`src/sv/assert_macros.svh`:
```
// Assertion macros shared by the clustering engine modules.
`ifndef ASSERT_MACROS_SVH
`define ASSERT_MACROS_SVH

// Condition that must hold at every clock edge outside reset.
`define ASSERT_ALWAYS(lbl, expr, msg) \
	lbl: assert property (@(posedge clk) disable iff (!arst_n) (expr)) else $error(msg);

// Consequence that must hold in the same cycle as the antecedent.
`define ASSERT_IMPLIES(lbl, ante, cons, msg) \
	lbl: assert property (@(posedge clk) disable iff (!arst_n) (ante) |-> (cons)) else $error(msg);

// Consequence that must hold in the cycle after the antecedent.
`define ASSERT_NEXT(lbl, ante, cons, msg) \
	lbl: assert property (@(posedge clk) disable iff (!arst_n) (ante) |=> (cons)) else $error(msg);

`endif

```
`src/sv/kce_pkg.sv`:
```
// Package of constants and types for the clustering engine.
package kce_pkg;

	localparam int MAX_POINTS   = 1024;
	localparam int MAX_CLUSTERS = 4;
	localparam int MAX_DIM      = 16;

	localparam int COORD_W = 16;
	localparam int PIDX_W  = $clog2(MAX_POINTS);
	localparam int CNT_W   = PIDX_W + 1;
	localparam int CIDX_W  = (MAX_CLUSTERS > 1) ? $clog2(MAX_CLUSTERS) : 1;
	localparam int DIDX_W  = (MAX_DIM > 1) ? $clog2(MAX_DIM) : 1;
	localparam int SUM_W   = COORD_W + PIDX_W;
	localparam int SQ_W    = 2 * (COORD_W + 1);
	localparam int ACC_W   = SQ_W + DIDX_W;

	// Configuration register widths.
	localparam int CC_W  = 3;
	localparam int IT_W  = 4;
	localparam int DIM_W = 5;
	localparam int CFG_W = DIM_W;

	localparam logic [CC_W-1:0]  CLUSTER_COUNT_RST   = 3'd4;
	localparam logic [IT_W-1:0]  ITERATION_LIMIT_RST = 4'd10;
	localparam logic [DIM_W-1:0] DIMENSION_RST       = 5'd16;

	localparam logic [1:0] REG_CLUSTER_COUNT   = 2'd0;
	localparam logic [1:0] REG_ITERATION_LIMIT = 2'd1;
	localparam logic [1:0] REG_DIMENSION       = 2'd2;

	localparam int OUT_W       = CIDX_W + DIDX_W + COORD_W;
	localparam int OUT_TDATA_W = ((OUT_W + 7) / 8) * 8;

	typedef struct packed {
		logic             start;
		logic [SUM_W-1:0] dividend;
		logic [CNT_W-1:0] divisor;
	} div_req_t;

	typedef struct packed {
		logic             busy;
		logic             done;
		logic [SUM_W-1:0] quotient;
	} div_rsp_t;

endpackage

```
`src/sv/kce_divider.sv`:
```
// Restoring unsigned divider, one quotient bit per cycle.
module kce_divider
	import kce_pkg::*;
(
	input  logic     clk,
	input  logic     arst_n,
	input  div_req_t req,
	output div_rsp_t rsp
);

	localparam int STEP_W = $clog2(SUM_W);

	logic              busy_q;
	logic              done_q;
	logic [STEP_W-1:0] step_q;
	logic [SUM_W-1:0]  dvd_q;
	logic [CNT_W-1:0]  rem_q;
	logic [CNT_W-1:0]  div_q;
	logic [CNT_W:0]    rem_sh;
	logic              fits;

	assign rem_sh = {rem_q, dvd_q[SUM_W-1]};
	assign fits   = (rem_sh >= {1'b0, div_q});

	always_ff @(posedge clk or negedge arst_n) begin
		if (!arst_n) begin
			busy_q <= 1'b0;
			done_q <= 1'b0;
			step_q <= '0;
		end else begin
			done_q <= 1'b0;
			if (req.start) begin
				busy_q <= 1'b1;
				step_q <= '0;
			end else if (busy_q) begin
				if (step_q == STEP_W'(SUM_W - 1)) begin
					busy_q <= 1'b0;
					done_q <= 1'b1;
				end
				step_q <= step_q + STEP_W'(1);
			end
		end
	end

	always_ff @(posedge clk) begin
		if (req.start) begin
			dvd_q <= req.dividend;
			div_q <= req.divisor;
			rem_q <= '0;
		end else if (busy_q) begin
			rem_q <= fits ? CNT_W'(rem_sh - {1'b0, div_q}) : CNT_W'(rem_sh);
			dvd_q <= {dvd_q[SUM_W-2:0], fits};
		end
	end

	assign rsp.busy     = busy_q;
	assign rsp.done     = done_q;
	assign rsp.quotient = dvd_q;

`include "assert_macros.svh"
	`ASSERT_NEXT(a_start_busy, req.start, busy_q, "divider not busy after start")
	`ASSERT_IMPLIES(a_done_idle, done_q, !busy_q, "divider done while still busy")
	`ASSERT_NEXT(a_final_done, busy_q && !req.start && step_q == STEP_W'(SUM_W - 1), done_q,
		"divider missed its done pulse")

endmodule

```
`config.mk`:
```
export PLATFORM = sky130hd
export DESIGN_NAME = kce_divider
export DESIGN_NICKNAME = d
export VERILOG_FILES = /design/src/sv/kce_pkg.sv /design/src/sv/kce_divider.sv
export VERILOG_INCLUDE_DIRS = /design/src /design/src/sv
export SDC_FILE = /design/constraint.sdc
export NUM_CORES = 1
export LEC_CHECK = 0
export BUFFER_PORTS_ARGS = -buffer_cell sky130_fd_sc_hd__buf_2
export CAP_MARGIN = 25
export CORE_UTILIZATION = 38
export DETAILED_ROUTE_END_ITERATION = 12
export HOLD_SLACK_MARGIN = 0.08
export PLACE_DENSITY = 0.72
export SYNTH_ARGS = -nofsm -noshare
export SYNTH_HDL_FRONTEND = slang
export SYNTH_SLANG_ARGS = --single-unit
```
`constraint.sdc`:
```
create_clock -name clk -period 5.78 [get_ports clk]
set_input_delay 0.867 -clock clk [delete_from_list [all_inputs] [get_ports clk]]
set_output_delay 0.867 -clock clk [all_outputs]
set_load 0.005 [all_outputs]
```
==> results of run 1 <==
synth_stat cells (all sizes together):
cell    count  area (um2)
a211oi      9        72.6
a21o        1        7.51
a21oi       7        35.0
a311oi      2        17.5
a31oi       1        6.26
and2        1        6.26
and4bb      1        12.5
buf         8        46.3
clkbuf      5        18.8
dfrtp       7         175
dfxtp      11         220
edfxtp     37        1110
fa          1        20.0
ha         13         163
inv        15        56.3
mux2       27         308
mux2i       6        60.1
nand2       8        30.0
nand2b      4        25.0
nand3       3        27.5
nand4       3        18.8
nand4b      1        8.76
nor2       20        75.1
nor2b       2        12.5
nor3        2        10.0
nor3b       2        15.0
nor4        4        55.1
nor4b       1        8.76
nor4bb      1        10.0
o211ai      2        15.0
o21a        2        15.0
o21ai      10        72.6
o22ai       2        12.5
o311ai      1        8.76
o31a        2        17.5
o31ai       1        7.51
or2         1        6.26
or3         2        12.5
xnor2       6        52.6
xor2        3        26.3
layout make-up:
class	instances	area [um2]	area share (%)
Inverter	15	56.3	1.65
Timing Repair Buffer	69	350	10.3
Sequential cell	55	1510	44.2
Multi-Input combinational cell	152	1250	36.7
Clock buffer	5	68.8	2.02
Tap cell	99	124	3.64
Clock inverter	3	50.0	1.47
report_power, final:
group          switching (mW)  internal (mW)  total, mW
sequential             0.0430          0.486      0.529
combinational           0.233          0.210      0.443
clock                   0.142          0.134      0.276
per-stage QoR:
stage	hold WS (ns)	cell area, um2	utilization, %	cells
global placement	0.495	3290	45.1	390
floorplan	0.474	2880	-	235
finish	0.348	3410	46.7	398
global route	0.356	3410	46.7	398
CTS	0.346	3410	46.7	398
detailed placement	0.497	3290	45.1	390
how the worst max path moves through the flow:
stage / end / slack, ns
2_1_floorplan: dvd_q[0] / 3.49
3_3_place_gp: rem_q[0] / 3.28
3_5_place_dp: rem_q[0] / 3.20
4_1_cts: rem_q[0] / 3.18
5_1_grt: rem_q[0] / 3.00
6_report: rem_q[0] / 3.18
registers in the layout, summed over array words and instances, names as in the netlist:
signal	count
busy_q	1
div_q	11
done_q	1
dvd_q	26
rem_q	11
step_q	5
per-layer routing:
layer	up-vias	track usage, %	part of all wire, %
li1	991	-	-
met3	13	2.95	2.9
met1	968	18.1	43
met2	37	26.7	52
met4	0	6.06	1.9
met5	-	0	0
cells by family (layout without fill, tap and decap cells):
kind of cell | Yosys count | after routing | synth area share, %
AO/OA/AOI/OAI | 40 | 40 | 10.0
XOR/XNOR | 9 | 9 | 2.74
adder cells (fa/ha/maj) | 14 | 14 | 6.35
buffers and inverters | 28 | 92 | 4.21
flip-flops | 55 | 55 | 52.3
multiplexers | 33 | 33 | 12.8
AND/OR/NAND/NOR | 56 | 56 | 11.6
==> run_results.csv, run 1 <==
group,metric,value,unit
cts,hold_buffers,0,
setup_path,setup.worst_path.start,"dvd_q[25]",
cts,post_cts_buffers,0,
grt,grt_pass1_wl,9.17,mm
synthesis,synth_area,0.00288,mm2
routing,via_per_inst,5.05,
min_path,min_path_type,"in -> async",
grt,first_global_vias,1991,
grt,grt_max_degree,35,
cts,worstSkewPairLatency,0.32,ns
power_and_ir_drop,ir_drop,154,uV
floorplan,core-area,0.00729,mm2
grt,track_usage,15.1,%
synthesis,syn_area_per_cell,12.3,um2
placed_design,gp_congestion,0.824,
synthesis,syn_inst,235,
status,run_status,"finished clean",
floorplan,fp.dieH,89.0,um
sta,tns,0,ns
setup_path,criticalPathCategory,"reg -> reg",
placed_design,hpwlAfterDp,3.93,mm
power_and_ir_drop,power_leakage,1.45,nW
floorplan,rows,31,
grt,overflow,0,
routing,first_pass_iters,4,
floorplan,start_util,39.5,%
setup_path,crit_slowest_cell,"fa_1",
synthesis,ys_ff_latch,55,
synthesis,synth-warning-count,0,
synthesis,yosysUniqueCellTypes,49,
sta,tightest_slew,0.616,ns
placed_design,place_ws,3.20,ns
cts,cts_root_buf,"clkbuf_8",
cts,clk_path_buf_depth,2,
cells_and_area,nets,352,
floorplan,die_w,89.0,um
setup_path,crit_top_cell,"o21ai_4",
cells_and_area,fillers,707,
cts,numCtsBuffers,5,
setup_path,rr_worst_depth,9,
routing,drc_errors,0,
routing,drtAntennaViolNets,0,
sta,fmaxAchievable,385,MHz
setup_path,reg2reg_slack,3.18,ns
sta,rsz0062_at_grt,"no",
routing,routed_wl,5.59,mm
setup_path,path_delay_family,"compound AO/OA/AOI/OAI gates",
routing,num_vias,2009,
setup_path,startpoint_type,"register",
routing,drt_iter0_drc,129,
synthesis,synth-seq-area-share,52.3,%
cts,cts_resized,0,
sta,setup_viol,0,
sta,layout_setup_ws,3.18,ns
sta,period_needed,2.60,ns
setup_path,cp_slowest_stage_delay,0.42,ns
cts,cts.sinks,55,
power_and_ir_drop,finalPower,1.25,mW
sta,fin_skew,0.0144,ns
setup_path,critPathMaxFanout,14,
cells_and_area,area.growth.synth_to_final,18.3,%
routing,wl_per_cell,14.0,um
cts,clkSlewWorstSetupHoldPaths,0.12,ns
sta,finalCritPeriodShare,44.9,%
power_and_ir_drop,p_per_area,366,mW/mm2
sta,drv_slew,0,
cells_and_area,final_cell_mix,"buf_2 (67), edfxtp_1 (37), mux2_2 (26)",
setup_path,r2r-start,"dvd_q[25]",
setup_path,cp-end-kind,"register",
cts,cts_htree_levels,2,
setup_path,worstPathArrival,2.84,ns
floorplan,die_area,0.00793,mm2
floorplan,ios,68,
cells_and_area,final_common_cell,"buf_2",
synthesis,synth_nets,289,
setup_path,path_cells,"inv_1 -> ha_1 -> fa_1 -> nor2b_1 -> o31a_1 -> o21ai_4 -> o21ai_4 -> mux2_4 -> a211oi_2",
sta,slew_headroom,58.9,%
flow_run,max_cap_viol_count,0,
cells_and_area,n_antenna_cell,0,
sta,finalHoldViolations,0,
cells_and_area,drive_gt1_share,37.5,%
grt,antenna_found_initial,0,
setup_path,critPathRequiredTime,6.03,ns
setup_path,cp_num_buf_inv,1,
setup_path,path_depth,9,
cts,cts_tree,"done",
placed_design,portBuffers,67,
setup_path,r2r_end,"rem_q[0]",
(Power assumes the default switching activity.)
==> run 2: changes to the inputs <==
Clock period 5.78 ns to 2.4 ns, I/O delays scaled along.
==> run_results.csv, run 2 (synthesized netlist as in run 1, its figures left out) <==
group,metric,value,unit
setup_path,critPathRequiredTime,2.58,ns
cells_and_area,final_cell_mix,"buf_2 (67), edfxtp_1 (37), mux2_2 (26)",
grt,first_global_vias,1902,
grt,grt_pass1_wl,9.02,mm
setup_path,r2r-start,"dvd_q[25]",
grt,antenna_found_initial,0,
min_path,min_path_type,"in -> reg",
routing,via_per_inst,4.96,
cells_and_area,reg.largest.list,"dvd_q (26), div_q (11), rem_q (11)",
cts,cts_htree_levels,2,
cts,worstSkewPairLatency,0.32,ns
flow_run,max_cap_viol_count,0,
cells_and_area,largest_reg_flops,26,
setup_path,worstPathArrival,2.50,ns
setup_path,criticalPathCategory,"reg -> reg",
routing,drc_errors,0,
power_and_ir_drop,p_per_area,887,mW/mm2
floorplan,start_util,39.5,%
floorplan,die_w,89.0,um
sta,period_needed,2.32,ns
cts,numCtsBuffers,5,
cts,clkSlewWorstSetupHoldPaths,0.11,ns
sta,fmaxAchievable,432,MHz
power_and_ir_drop,ir_drop,436,uV
grt,overflow,0,
cells_and_area,nets,364,
floorplan,die_area,0.00793,mm2
cts,cts_tree,"done",
placed_design,hpwlAfterDp,4.03,mm
cells_and_area,area.growth.synth_to_final,23.0,%
sta,tightest_slew,0.613,ns
setup_path,setup.worst_path.start,"dvd_q[25]",
min_path,hp-start,"req[4]",
routing,drtAntennaViolNets,0,
placed_design,portBuffers,67,
floorplan,rows,31,
cts,cts_root_buf,"clkbuf_8",
cts,cts.sinks,55,
routing,wl_per_cell,13.6,um
cells_and_area,regMostFlops,"dvd_q",
placed_design,dp_cells,396,
sta,rsz0062_at_grt,"yes",
cells_and_area,final_core_util,48.6,%
setup_path,critPathMaxFanout,8,
routing,routed_wl,5.59,mm
grt,track_usage,14.9,%
grt,grt_max_degree,34,
power_and_ir_drop,finalPower,3.14,mW
setup_path,startpoint_type,"register",
cells_and_area,final_common_cell,"buf_2",
status,run_status,"finished clean",
cells_and_area,drive_gt1_share,41.8,%
sta,finalHoldViolations,0,
placed_design,gp_congestion,0.809,
cts,clk_path_buf_depth,2,
floorplan,fp.dieH,89.0,um
setup_path,cp-end-kind,"register",
cells_and_area,n_antenna_cell,0,
sta,setup_viol,0,
cells_and_area,fin_cells,410,
routing,num_vias,2035,
sta,finalCritPeriodShare,96.5,%
sta,slew_headroom,59.2,%
sta,fin_skew,0.0139,ns
sta,drv_slew,0,
power_and_ir_drop,power_leakage,1.51,nW
floorplan,ios,68,
floorplan,core-area,0.00729,mm2
routing,drt_iter0_drc,115,
routing,first_pass_iters,4,
-- run 2: repair_timing --
action	in CTS	in global routing
pin swaps	3	8
hold buffers	1	0
resized for setup	3	7
endpoints found under the hold margin	7	0
cloned	0	0
endpoints found under the setup margin	8	11
setup buffers	1	4
-- run 2: cell type report --
type	instances	area (um2)
Fill cell	694	3750
Sequential cell	55	1510
Multi-Input combinational cell	152	1280
Timing Repair Buffer	81	450
Tap cell	99	124
Clock buffer	5	68.8
Inverter	15	56.3
Clock inverter	3	50.0
-- run 2: path summary, 6_finish.rpt --
kind,cells after the start,slack [ns],end
max,10,0.08,rem_q[2]
min,1,0.22,div_q[4]
max reg2reg,10,0.08,rem_q[2]
min reg2reg,2,0.51,rem_q[4]
max in group asynchronous,2,1.85,step_q[1]
min in group asynchronous,2,0.38,step_q[3]
-- run 2: power breakdown --
| group | internal, mW | switching [mW] | leakage, nW |
|---|---|---|---|
| combinational | 0.605 | 0.611 | 0.889 |
| clock | 0.322 | 0.332 | 0.0607 |
| sequential | 1.17 | 0.0999 | 0.565 |
-- run 2: metal layers --
metal / track usage, % / vias up / wire length [um]
li1: - / 1019 / -
met1: 18.4 / 971 / 2430
met2: 26.2 / 36 / 2860
met3: 2.49 / 9 / 166
met4: 5.92 / 0 / 136
met5: 0 / - / 0
-- run 2: stage by stage --
step	setup TNS (ns)	worst slack, ns	cell area (um2)	hold WS, ns
2_1_floorplan	0	0.195	2880	0.0644
4_1_cts	0	0.00500	3480	0.204
3_5_place_dp	-0.0906	-0.0544	3330	0.205
5_1_grt	-0.176	-0.0355	3540	0.205
6_report	0	0.0847	3540	0.219
3_3_place_gp	0	0.0703	3330	0.202
-- run 2: worst max-delay path: stages (launching register included) --
cell	delay (ns)
edfxtp_1	0.36
inv_1	0.08
ha_4	0.17
fa_2	0.40
nor2b_2	0.13
o31a_1	0.21
o21ai_4	0.08
o21ai_4	0.27
buf_4	0.18
mux2i_1	0.19
a211oi_1	0.10
